### src/psgr_pkg.sv
// Shared types, codes and arithmetic helpers for the stereo gain ramp.
`default_nettype none
package psgr_pkg;

	localparam int unsigned IDX_W    = 6;
	localparam int unsigned SAMPLE_W = 16;
	localparam int unsigned GAIN_W   = 16;

	localparam logic [GAIN_W-1:0] RAMP_STEP_RESET = 16'd14;

	localparam logic OP_SAMPLE = 1'b0;
	localparam logic OP_CLEAR  = 1'b1;

	typedef enum logic [1:0] {
		KIND_SAMPLE = 2'd0,
		KIND_CLEAR  = 2'd1,
		KIND_NULL   = 2'd2
	} psgr_kind_t;

	typedef struct packed {
		psgr_kind_t                 kind;
		logic [IDX_W-1:0]           idx;
		logic signed [SAMPLE_W-1:0] sample;
		logic [GAIN_W-1:0]          target_left;
		logic [GAIN_W-1:0]          target_right;
		logic                       last;
	} psgr_item_t;

	typedef struct packed {
		logic [GAIN_W-1:0] left;
		logic [GAIN_W-1:0] right;
	} psgr_gain_t;

	typedef struct packed {
		logic             en;
		logic [IDX_W-1:0] idx;
		psgr_gain_t       gain;
	} psgr_wr_t;

	// Sample times unsigned gain, floor shift by 15, saturate to 16 bits.
	function automatic logic signed [SAMPLE_W-1:0] scale_sample(
		input logic signed [SAMPLE_W-1:0] s,
		input logic [GAIN_W-1:0]          g
	);
		logic signed [32:0] p;
		logic signed [17:0] q;
		logic signed [SAMPLE_W-1:0] r;
		p = 33'(s) * $signed({1'b0, g});
		q = p[32:15];
		if (q > 18'sd32767) begin
			r = 16'sh7FFF;
		end else if (q < -18'sd32768) begin
			r = 16'sh8000;
		end else begin
			r = q[15:0];
		end
		return r;
	endfunction

	// Move one step toward the target, only when a full step remains.
	function automatic logic [GAIN_W-1:0] ramp_toward(
		input logic [GAIN_W-1:0] g,
		input logic [GAIN_W-1:0] t,
		input logic [GAIN_W-1:0] step
	);
		logic [GAIN_W-1:0] diff;
		logic [GAIN_W-1:0] r;
		r    = g;
		diff = '0;
		if (step != '0) begin
			if (t > g) begin
				diff = t - g;
				if (diff >= step) r = g + step;
			end else begin
				diff = g - t;
				if (diff >= step) r = g - step;
			end
		end
		return r;
	endfunction

endpackage
`default_nettype wire

### src/psgr_front.sv
// Front end: accept input beats, classify them and queue them for the back end.
`default_nettype none
module psgr_front import psgr_pkg::*; #(
	parameter int unsigned SOURCE_COUNT = 64
) (
	input  wire logic                       clk,
	input  wire logic                       arst_n,
	input  wire logic                       in_valid,
	output logic                            in_ready,
	input  wire logic                       opcode,
	input  wire logic [IDX_W-1:0]           source_index,
	input  wire logic signed [SAMPLE_W-1:0] sample,
	input  wire logic [GAIN_W-1:0]          target_left,
	input  wire logic [GAIN_W-1:0]          target_right,
	input  wire logic                       last_frame,
	input  wire logic                       q_pop,
	output logic                            q_valid,
	output psgr_item_t                      q_item
);

	psgr_item_t fifo_q [2];
	logic       wr_ptr_q;
	logic       rd_ptr_q;
	logic [1:0] cnt_q;

	logic       in_range;
	logic       push;
	psgr_item_t item;

	assign in_range = 32'(source_index) < SOURCE_COUNT;

	// Classify; a clear of an unknown source is dropped here.
	always_comb begin
		item.idx          = source_index;
		item.sample       = sample;
		item.target_left  = target_left;
		item.target_right = target_right;
		item.last         = last_frame;
		if (opcode == OP_CLEAR) begin
			item.kind = KIND_CLEAR;
		end else if (in_range) begin
			item.kind = KIND_SAMPLE;
		end else begin
			item.kind = KIND_NULL;
		end
	end

	assign in_ready = cnt_q != 2'd2;
	assign push     = in_valid && in_ready && !(opcode == OP_CLEAR && !in_range);
	assign q_valid  = cnt_q != 2'd0;
	assign q_item   = fifo_q[rd_ptr_q];

	always_ff @(posedge clk) begin
		if (push) fifo_q[wr_ptr_q] <= item;
	end

	always_ff @(posedge clk or negedge arst_n) begin
		if (!arst_n) begin
			wr_ptr_q <= 1'b0;
			rd_ptr_q <= 1'b0;
			cnt_q    <= 2'd0;
		end else begin
			if (push) wr_ptr_q <= !wr_ptr_q;
			if (q_pop) rd_ptr_q <= !rd_ptr_q;
			case ({push, q_pop})
				2'b10:   cnt_q <= cnt_q + 2'd1;
				2'b01:   cnt_q <= cnt_q - 2'd1;
				default: cnt_q <= cnt_q;
			endcase
		end
	end

endmodule
`default_nettype wire

### config.mk
export PLATFORM = sky130hd
export DESIGN_NAME = psgr_front
export DESIGN_NICKNAME = d
export VERILOG_FILES = /design/src/psgr_pkg.sv /design/src/psgr_front.sv
export SDC_FILE = /design/constraint.sdc
export NUM_CORES = 1
export LEC_CHECK = 0
export CAP_MARGIN = 10
export CORE_MARGIN = 2
export CORE_UTILIZATION = 49
export DETAILED_ROUTE_END_ITERATION = 7
export DONT_BUFFER_PORTS = 1
export SYNTH_ARGS = -nofsm -noshare
export SYNTH_HDL_FRONTEND = slang
export SYNTH_SLANG_ARGS = --single-unit
### constraint.sdc
create_clock -name clk -period 5.16 [get_ports clk]
set_clock_uncertainty 0.2 [all_clocks]
set_input_delay 0.258 -clock clk [delete_from_list [all_inputs] [get_ports clk]]
set_output_delay 0.258 -clock clk [all_outputs]
set_load 0.02 [all_outputs]
==> metrics.md <==
| Metric | Value |
|---|---|
| Worst VDD drop | 350.3 uV |
| Final Hold Viols | 0 |
| RSZ-0062 raised after global routing | false |
| Initial Utilization | 0.5023 |
| Internal Pwr Total | 2318 uW |
| Clock Latency Late Sink | 0.49 ns |
| Comb pwr share | 0.276 |
| Finished Layout Cells | 386 |
| Critical path type | reg -> out |
| Post-synth EDFFs | 112 |
| Antenna cell count | 0 |
| Syn_nets | 253 |
| Vias in the first global route | 2251 |
| Worst Hold Endpoint | fifo_q[1][1] |
| Critical path cell sequence | buf_4 -> mux2_2 |
| Via count | 1986 |
| Setup crit end kind | output port |
| Clock root buffer | clkbuf_8 |
| Critical path startpoint | rd_ptr_q |
| Worst-Margin Slew | 0.6360 ns |
| Fin crit period | 2.761 ns |
| CP max FO | 39 |
| Sequential power share | 0.414 |
| Final setup viols | 0 |
| Total CTS buffers | 17 |
| Overflow after GRT | 0 |
| YS warnings | 0 |
| Post-Syn Area per Cell | 22.70 um2 |
| Total GRT Usage | 0.1613 |
| Die Span Y | 98.32 um |
| Setup TNS | 0 ns |
| Number of H-tree levels | 4 |
| Layout cell share with drive strength beyond 1 | 0.3201 |
| CP top delay family | flip-flops |
| IO buf count | 0 |
| Post-Syn Instances | 192 |
| Async set-reset flop share out of synthesis | 0.03448 |
| DR pass1 iterations | 4 |
| Initial antenna violation count | 0 |
| Worst EP arrival | 2.30 ns |
| Leakage power total | 0.001994 uW |
| Clock slew at reported path FFs | 0.05 ns |
| Cell Area, Placed | 4464 um2 |
| Critical Path RT | 4.70 ns |
| Core area | 8678 um2 |
| Final worst slack | 2.399 ns |
| Startpoint types | register |
| WL final | 7278 um |
| I/O Pins | 119 |
| Min Hold Slack | 0.08316 ns |
| Critical hold path startpoint | in_valid |
| Slowest CP cell | dfrtp_2 |
| Switching Share | 0.3078 |
| Slowest stage delay, CP | 0.72 ns |
| CTS tree | done |
| Worst R2R Setup Slack | 2.61 ns |
| Clk buf depth | 2 |
| Top-count cell post-synth | edfxtp_1 |
| Design Area, Final | 5599 um2 |
| Final estimated routing congestion in global placement | 0.7396 |
| Die area | 9667 um2 |
| R2R cell count | 4 |
| Register area share after synthesis | 0.7945 |
| Worst Hold Depth | 1 |
| Row Count | 34 |
| Area share of the largest cell type after synthesis | 0.7715 |
| Cell Pwr Density | 598.1 nW/um2 |
| Top post-synthesis cells by count | 112 x edfxtp_1, 30 x mux2_4, 26 x mux2_2 |
| Final period util | 0.5350 |
| Initial DRC Count | 104 |
| WL per Instance | 18.85 um |
| Area growth from synthesis to layout | 28.44% |
| Placed Cells incl. Taps | 296 |
| Prevailing post-synth register cell | edfxtp_1 |
| Die Wd | 98.32 um |
| Reg-to-Reg Start | cnt_q[0] |
| Slew Viols, Final | 0 |
| Psw | 1031 uW |
| Pin count of the biggest net entering global routing | 43 |
| Synth top area cells | edfxtp_1 77%, mux2_4 10%, mux2_2 6.7% |
| Setup WS pre-CTS | 2.590 ns |
| Final nets | 328 |
| Max Fclk | 362.2 MHz |
| MaxCap Viol Count | 0 |
| Post-synthesis cell type count | 16 |
| Leading area contributor after synthesis | edfxtp_1 |
| Post-route ant nets | 0 |
| #FFs+latches synth | 116 |
| First-pass GRT wire length | 11600 um |
| Worst min path class | in -> reg |
| Cell Area, Synth | 4359 um2 |
| Relative slew slack | 0.5750 |
| Total clock sinks | 116 |
| Clk pwr share | 0.310 |
| Buffers & Inverters on Critical Path | 1 |
| DRC viols | 0 |
| Vias per std cell | 5.145 |
| Status | finished, final reports clean |
| Reg-to-Reg End | fifo_q[0][0] |
-- layer usage --
metal	global-route usage	share of wire	routed length (um)	up-vias
met3	0.07373	0.070	509	21
met4	0.08114	0.030	216	0
met1	0.1706	0.38	2730	974
met5	0	0	0	-
li1	-	-	-	906
met2	0.2716	0.53	3821	85
-- power by group through the flow --
stage / Combinational (uW) / Clock, uW / Sequential (uW)
2_1_floorplan: 831 / 0 / 1360
3_5_place_dp: 894 / 0 / 1410
5_1_grt: 978 / 1100 / 1410
6_report: 923 / 1040 / 1390
4_1_cts: 940 / 1060 / 1390
3_3_place_gp: 877 / 0 / 1390
-- cells by family (layout without fill, tap and decap cells) --
group         count (synthesis)  in the layout  share of synthesized area
other cells                   1              1                  0.0008603
fa+ha+maj                     1              1                   0.002870
xor+xnor                      5              5                    0.01005
flops                       116            116                     0.7945
mux                          56             56                     0.1705
buf+inv                       7             93                    0.01435
simple gates                  6              6                   0.006891
-- placed cells by master, fill, tap and decap left out, types with 2 or more instances in the layout --
cell type        n
mux2_2          26
xnor2_1          3
dfrtp_1          3
bufinv_16        2
clkinvlp_4       4
clkbuf_16       16
dlygate4sd3_1   60
edfxtp_1       112
clkinv_1         3
mux2_4          30
clkinv_2         3
xor2_1           2
buf_4            3
-- sequential cells by signal, indices dropped and copies added (netlist names) --
name and flops:
rd_ptr_q 1, wr_ptr_q 1, fifo_q 112, cnt_q 2
-- worst max path at each step --
stage                         endpoint  slack, ns  depth (start not counted)
after floorplan           fifo_q[0][0]       1.34                          3
after global placement    fifo_q[0][0]       2.72                          4
after detailed placement  fifo_q[0][7]       2.59                          4
after CTS                   q_item[11]       2.33                          2
after global routing         q_item[8]       2.25                          2
final                        q_item[8]       2.40                          2
-- layout make-up --
class	count	area, um2
clock buffers	18	417.9
clock inverters	12	116.4
fillers	608	3079
multi-input cells	69	842.1
flip-flops and latches	116	3465
well taps	108	135.1
repair buffers	63	623.1
-- what timing repair did --
item / 4_1_cts / 5_1_grt
hold endpoints to repair: 120 / 0
hold buffers: 60 / 0
resized for setup: 0 / 0
setup buffers: 0 / 0
-- per-stage QoR --
stage / util / power (uW)
after detailed placement: 0.5144 / 2302
final: 0.6452 / 3349
after CTS: 0.6452 / 3388
after floorplan: - / 2194
after global routing: 0.6452 / 3493
after global placement: 0.5144 / 2268
Note: power is estimated with default switching activity, not from simulation.
