==> config.mk <==
export PLATFORM = sky130hd
export DESIGN_NAME = psgr_gain_mem
export DESIGN_NICKNAME = d
export VERILOG_FILES = /design/src/psgr_pkg.sv /design/src/psgr_gain_mem.sv
export SDC_FILE = /design/constraint.sdc
export NUM_CORES = 2
export LEC_CHECK = 0
export BUFFER_PORTS_ARGS = -buffer_cell sky130_fd_sc_hd__buf_4
export CAP_MARGIN = 20
export CORE_UTILIZATION = 60
export DETAILED_ROUTE_END_ITERATION = 8
export HOLD_SLACK_MARGIN = 0.02
export PLACE_DENSITY = 0.82
export REMOVE_ABC_BUFFERS = 1
export SLEW_MARGIN = 15
export SYNTH_ARGS = -nofsm -noshare
export SYNTH_HDL_FRONTEND = slang
export SYNTH_SLANG_ARGS = --single-unit
==> constraint.sdc <==
create_clock -name clk -period 6.6 [get_ports clk]
set_clock_uncertainty 0.2 [all_clocks]
set_input_delay 1.32 -clock clk [delete_from_list [all_inputs] [get_ports clk]]
set_output_delay 1.32 -clock clk [all_outputs]
set_load 0.01 [all_outputs]
==> src/psgr_pkg.sv <==
// Shared types, codes and arithmetic helpers for the stereo gain ramp.
`default_nettype none
package psgr_pkg;

	localparam int unsigned IDX_W    = 6;
	localparam int unsigned SAMPLE_W = 16;
	localparam int unsigned GAIN_W   = 16;

	localparam logic [GAIN_W-1:0] RAMP_STEP_RESET = 16'd14;

	localparam logic OP_SAMPLE = 1'b0;
	localparam logic OP_CLEAR  = 1'b1;

	typedef enum logic [1:0] {
		KIND_SAMPLE = 2'd0,
		KIND_CLEAR  = 2'd1,
		KIND_NULL   = 2'd2
	} psgr_kind_t;

	typedef struct packed {
		psgr_kind_t                 kind;
		logic [IDX_W-1:0]           idx;
		logic signed [SAMPLE_W-1:0] sample;
		logic [GAIN_W-1:0]          target_left;
		logic [GAIN_W-1:0]          target_right;
		logic                       last;
	} psgr_item_t;

	typedef struct packed {
		logic [GAIN_W-1:0] left;
		logic [GAIN_W-1:0] right;
	} psgr_gain_t;

	typedef struct packed {
		logic             en;
		logic [IDX_W-1:0] idx;
		psgr_gain_t       gain;
	} psgr_wr_t;

	// Sample times unsigned gain, floor shift by 15, saturate to 16 bits.
	function automatic logic signed [SAMPLE_W-1:0] scale_sample(
		input logic signed [SAMPLE_W-1:0] s,
		input logic [GAIN_W-1:0]          g
	);
		logic signed [32:0] p;
		logic signed [17:0] q;
		logic signed [SAMPLE_W-1:0] r;
		p = 33'(s) * $signed({1'b0, g});
		q = p[32:15];
		if (q > 18'sd32767) begin
			r = 16'sh7FFF;
		end else if (q < -18'sd32768) begin
			r = 16'sh8000;
		end else begin
			r = q[15:0];
		end
		return r;
	endfunction

	// Move one step toward the target, only when a full step remains.
	function automatic logic [GAIN_W-1:0] ramp_toward(
		input logic [GAIN_W-1:0] g,
		input logic [GAIN_W-1:0] t,
		input logic [GAIN_W-1:0] step
	);
		logic [GAIN_W-1:0] diff;
		logic [GAIN_W-1:0] r;
		r    = g;
		diff = '0;
		if (step != '0) begin
			if (t > g) begin
				diff = t - g;
				if (diff >= step) r = g + step;
			end else begin
				diff = g - t;
				if (diff >= step) r = g - step;
			end
		end
		return r;
	endfunction

endpackage
`default_nettype wire

==> src/psgr_gain_mem.sv <==
// Per-source left/right gain memory with valid bits and write-to-read bypass.
`default_nettype none
module psgr_gain_mem import psgr_pkg::*; #(
	parameter int unsigned SOURCE_COUNT = 64
) (
	input  wire logic             clk,
	input  wire logic             arst_n,
	input  wire logic             rd_en,
	input  wire logic [IDX_W-1:0] rd_idx,
	input  wire psgr_wr_t         wr,
	output psgr_gain_t            rd_gain
);

	localparam int unsigned DEPTH = (SOURCE_COUNT < (2 ** IDX_W)) ? SOURCE_COUNT : (2 ** IDX_W);
	localparam int unsigned AW    = (DEPTH > 1) ? $clog2(DEPTH) : 1;

	psgr_gain_t       mem [DEPTH];
	logic [DEPTH-1:0] valid_q;
	psgr_gain_t       mem_rd_s2;
	psgr_gain_t       byp_s2;
	logic             hit_s2;
	logic             vld_s2;
	logic [AW-1:0]    ra;
	logic [AW-1:0]    wa;

	assign ra = rd_idx[AW-1:0];
	assign wa = wr.idx[AW-1:0];

	always_ff @(posedge clk) begin
		if (wr.en) mem[wa] <= wr.gain;
		if (rd_en) begin
			mem_rd_s2 <= mem[ra];
			byp_s2    <= wr.gain;
		end
	end

	// Entries never written read as zero gain.
	always_ff @(posedge clk or negedge arst_n) begin
		if (!arst_n) begin
			valid_q <= '0;
			hit_s2  <= 1'b0;
			vld_s2  <= 1'b0;
		end else begin
			if (wr.en) valid_q[wa] <= 1'b1;
			if (rd_en) begin
				hit_s2 <= wr.en && (wa == ra);
				vld_s2 <= valid_q[ra];
			end
		end
	end

	assign rd_gain = hit_s2 ? byp_s2 : (vld_s2 ? mem_rd_s2 : '0);

endmodule
`default_nettype wire

==> results.py <==
metrics = {
    "yosys": {
        "ys_types": 39,
        "synth.cell_area_mm2": 0.08280,
        "seq_area_frac_synth": 0.7859,
        "yosysWarningCount": 0,
        "synth-edff-count": 2112,
        "syn-instance-count": 3395,
        "postSynthRegisterBits": 2178,
        "synth_flop_cell": "edfxtp_1",
        "synthesis.area_per_instance_um2": 24.39,
        "async_flop_share": 0.03030,
    },
    "global_route": {
        "pin_count_of_the_biggest_net_entering_global_routing": 91,
        "global_route_wire_length_before_repair_mm": 316.8,
        "grt_antenna_before_repair": 25,
        "grt_pass1_vias": 42080,
        "grt_use_total": 0.3305,
        "grt_overflow": 0,
    },
    "sta": {
        "fin_setup_tns_ns": 0,
        "report.final.setup_viol": 0,
        "holdWs_ns": 0.2608,
        "grt_setup_unrepaired": "no",
        "final_critical_path_setup_slack_ns": 2.210,
        "slew_headroom": 0.1764,
        "final_max_slew_viol_count": 0,
        "fin_crit_sh": 0.6652,
        "achievable-frequency_ghz": 0.2278,
        "max_slew.worst_pin.slew_ns": 1.232,
        "final_hold_vio_count": 0,
        "final_period_minus_worst_setup_slack_ns": 4.390,
    },
    "routing": {
        "vias": 41160,
        "detail_route.wirelength_mm": 232.6,
        "drcViolationCount": 0,
        "drtAntennaViolNets": 0,
        "drtIter0Drc": 6991,
        "post_drt_via_cell_ratio": 7.404,
        "wire_per_inst_um": 41.84,
        "dr.pass1.iters": 6,
    },
    "pwr": {
        "powerDensity_mw_per_mm2": 306.9,
        "leakagePower_nw": 29.25,
        "vdd.ir_drop.worst_mv": 0.3935,
    },
    "floorplan": {
        "die_height_um": 373.5,
        "initial_core_util": 0.6082,
        "die-width_um": 373.5,
        "io_pins": 80,
        "num_rows": 135,
        "design.core.area_mm2": 0.1361,
        "fp.dieArea_mm2": 0.1395,
    },
    "clocking": {
        "cts-root-to-sink-buffers": 3,
        "cts_post_setup_buffers_inserted": 0,
        "cts_resized": 0,
        "clk_latency_ns": 0.88,
        "ctsRootBufferMaster": "clkbuf_16",
        "path_clk_slew_ns": 0.07,
        "cts_max_level": 4,
        "cts-hold-fix-buffers": 0,
        "cts.sinks": 2178,
        "cts_tree": "done",
        "tritoncts.num_buffers": 197,
    },
    "place": {
        "setup_ws_pre_cts_ns": 1.347,
        "detailed_place_hpwl_mm": 113.4,
        "place.port_buffers": 79,
        "gpl.final_weighted_congestion": 0.8143,
    },
    "hold_path": {
        "hold_path.startpoint": "valid_q[46]",
        "worst_hold_path_type": "reg -> reg",
        "number_of_cells_traversed_by_the_worst_hold_path": 1,
        "worst_hold_end": "valid_q[46]",
    },
    "worst_setup_path": {
        "worstReg2RegEnd": "mem_rd_s2[14]",
        "cp-end-kind": "register",
        "worst-endpoint-required_ns": 6.97,
        "regToRegSetupSlack_ns": 3.72,
        "timing.setup.critical_path_class": "in -> reg",
        "worst_r2r_startpoint": "mem[53][14]",
        "cp-startpoint": "rd_idx[0]",
        "worst_r2r_path_depth": 4,
        "critPathMaxFanout": 61,
        "cp_data_arrival_time_ns": 4.76,
        "startpoint_types": "input port",
    },
    "outcome": {
        "status": "finished, final reports clean",
    },
    "run": {
        "max_capacitance_violation_total": 0,
    },
    "finish": {
        "mostFrequentLayoutCell": "edfxtp_1",
        "area_delta_synth_final_pct": 12.21,
        "layout_common_cells": "2112 x edfxtp_1, 640 x mux4_2, 197 x clkbuf_16, 155 x buf_4, 66 x dfrtp_1",
        "drive_above_1_share": 0.3281,
        "finalNetCount": 3653,
        "fillCellCount": 7497,
    },
}
-- worst max-delay path by stage --
stage	to
finish	mem_rd_s2[0]
detailed placement	mem_rd_s2[0]
CTS	mem_rd_s2[0]
global route	mem_rd_s2[0]
global placement	mem_rd_s2[0]
floorplan	mem[48][0]
-- routing by layer --
metal	track usage	wire length [um]	share of wire
met5	0	158	0.00068
met4	0.1669	13780	0.059
met3	0.08796	30490	0.13
met2	0.5316	114200	0.49
met1	0.4205	73930	0.32
-- synthesized netlist by cell type, types with 5 or more instances --
library cell,instances,area (um^2)
a211oi_1,14,105.1
a21oi_1,11,55.05
a22o_1,32,280.3
a22oi_1,48,360.4
a31oi_1,6,37.54
buf_1,8,30.03
buf_2,61,305.3
buf_4,16,120.1
buf_6,7,78.83
clkbuf_1,87,326.6
dfrtp_1,66,1652
edfxtp_1,2112,63420
mux2_2,5,56.30
mux2i_1,24,240.2
mux4_2,640,14410
nand2_1,50,187.7
nand2b_1,5,31.28
nand3_1,11,55.05
nor2_1,74,277.8
nor2b_1,12,75.07
nor3_1,6,30.03
o22ai_1,6,37.54
or2_2,65,406.6
xor2_1,5,43.79
-- power breakdown --
part           internal [mW]  leakage (nW)  switching, mW
clock                   6.27          3.04           5.21
combinational          0.631          6.33          0.933
sequential              15.4          19.9          0.102
-- area by class of cell --
| cell class | count | area, um^2 | area share |
|---|---|---|---|
| clock inverter | 115 | 1171 | 0.01261 |
| tap | 1781 | 2228 | 0.02398 |
| timing repair buffer | 190 | 1916 | 0.02062 |
| multi-input combinational | 1035 | 17360 | 0.1868 |
| clock buffer | 246 | 5124 | 0.05515 |
| sequential | 2178 | 65070 | 0.7004 |
| inverter | 3 | 11.26 | 0.0001212 |
| antenna | 11 | 27.53 | 0.0002963 |
-- kinds of logic (layout without fill, tap and decap cells) --
family	Yosys count	count (layout)	share of synthesized area
xor+xnor	6	6	0.0006347
buf+inv	182	554	0.01053
mux	669	669	0.1777
compound gates	125	125	0.01139
other cells	0	11	0
flops	2178	2178	0.7859
simple gates	235	235	0.01386
-- flip-flops by register name, indices dropped and copies added, names as in the netlist --
name,flops
mem,2048
valid_q,64
byp_s2,32
mem_rd_s2,32
hit_s2,1
vld_s2,1
-- metrics by stage --
stage	utilization	cells	instance area [um^2]	total power, mW
floorplan	-	3216	81940	16.40
global placement	0.6337	5175	86270	17.16
detailed placement	0.6342	5178	86350	17.23
CTS	0.6805	5539	92640	28.45
global route	0.6823	5549	92880	29.02
finish	0.6824	5559	92910	28.52
-- critical path, cell delays in order --
cell,delay (ns)
buf_8,0.50
buf_12,0.45
buf_12,0.35
mux4_2,0.55
mux4_2,0.48
a22oi_1,0.77
nand2_1,0.13
(Power assumes the default switching activity.)
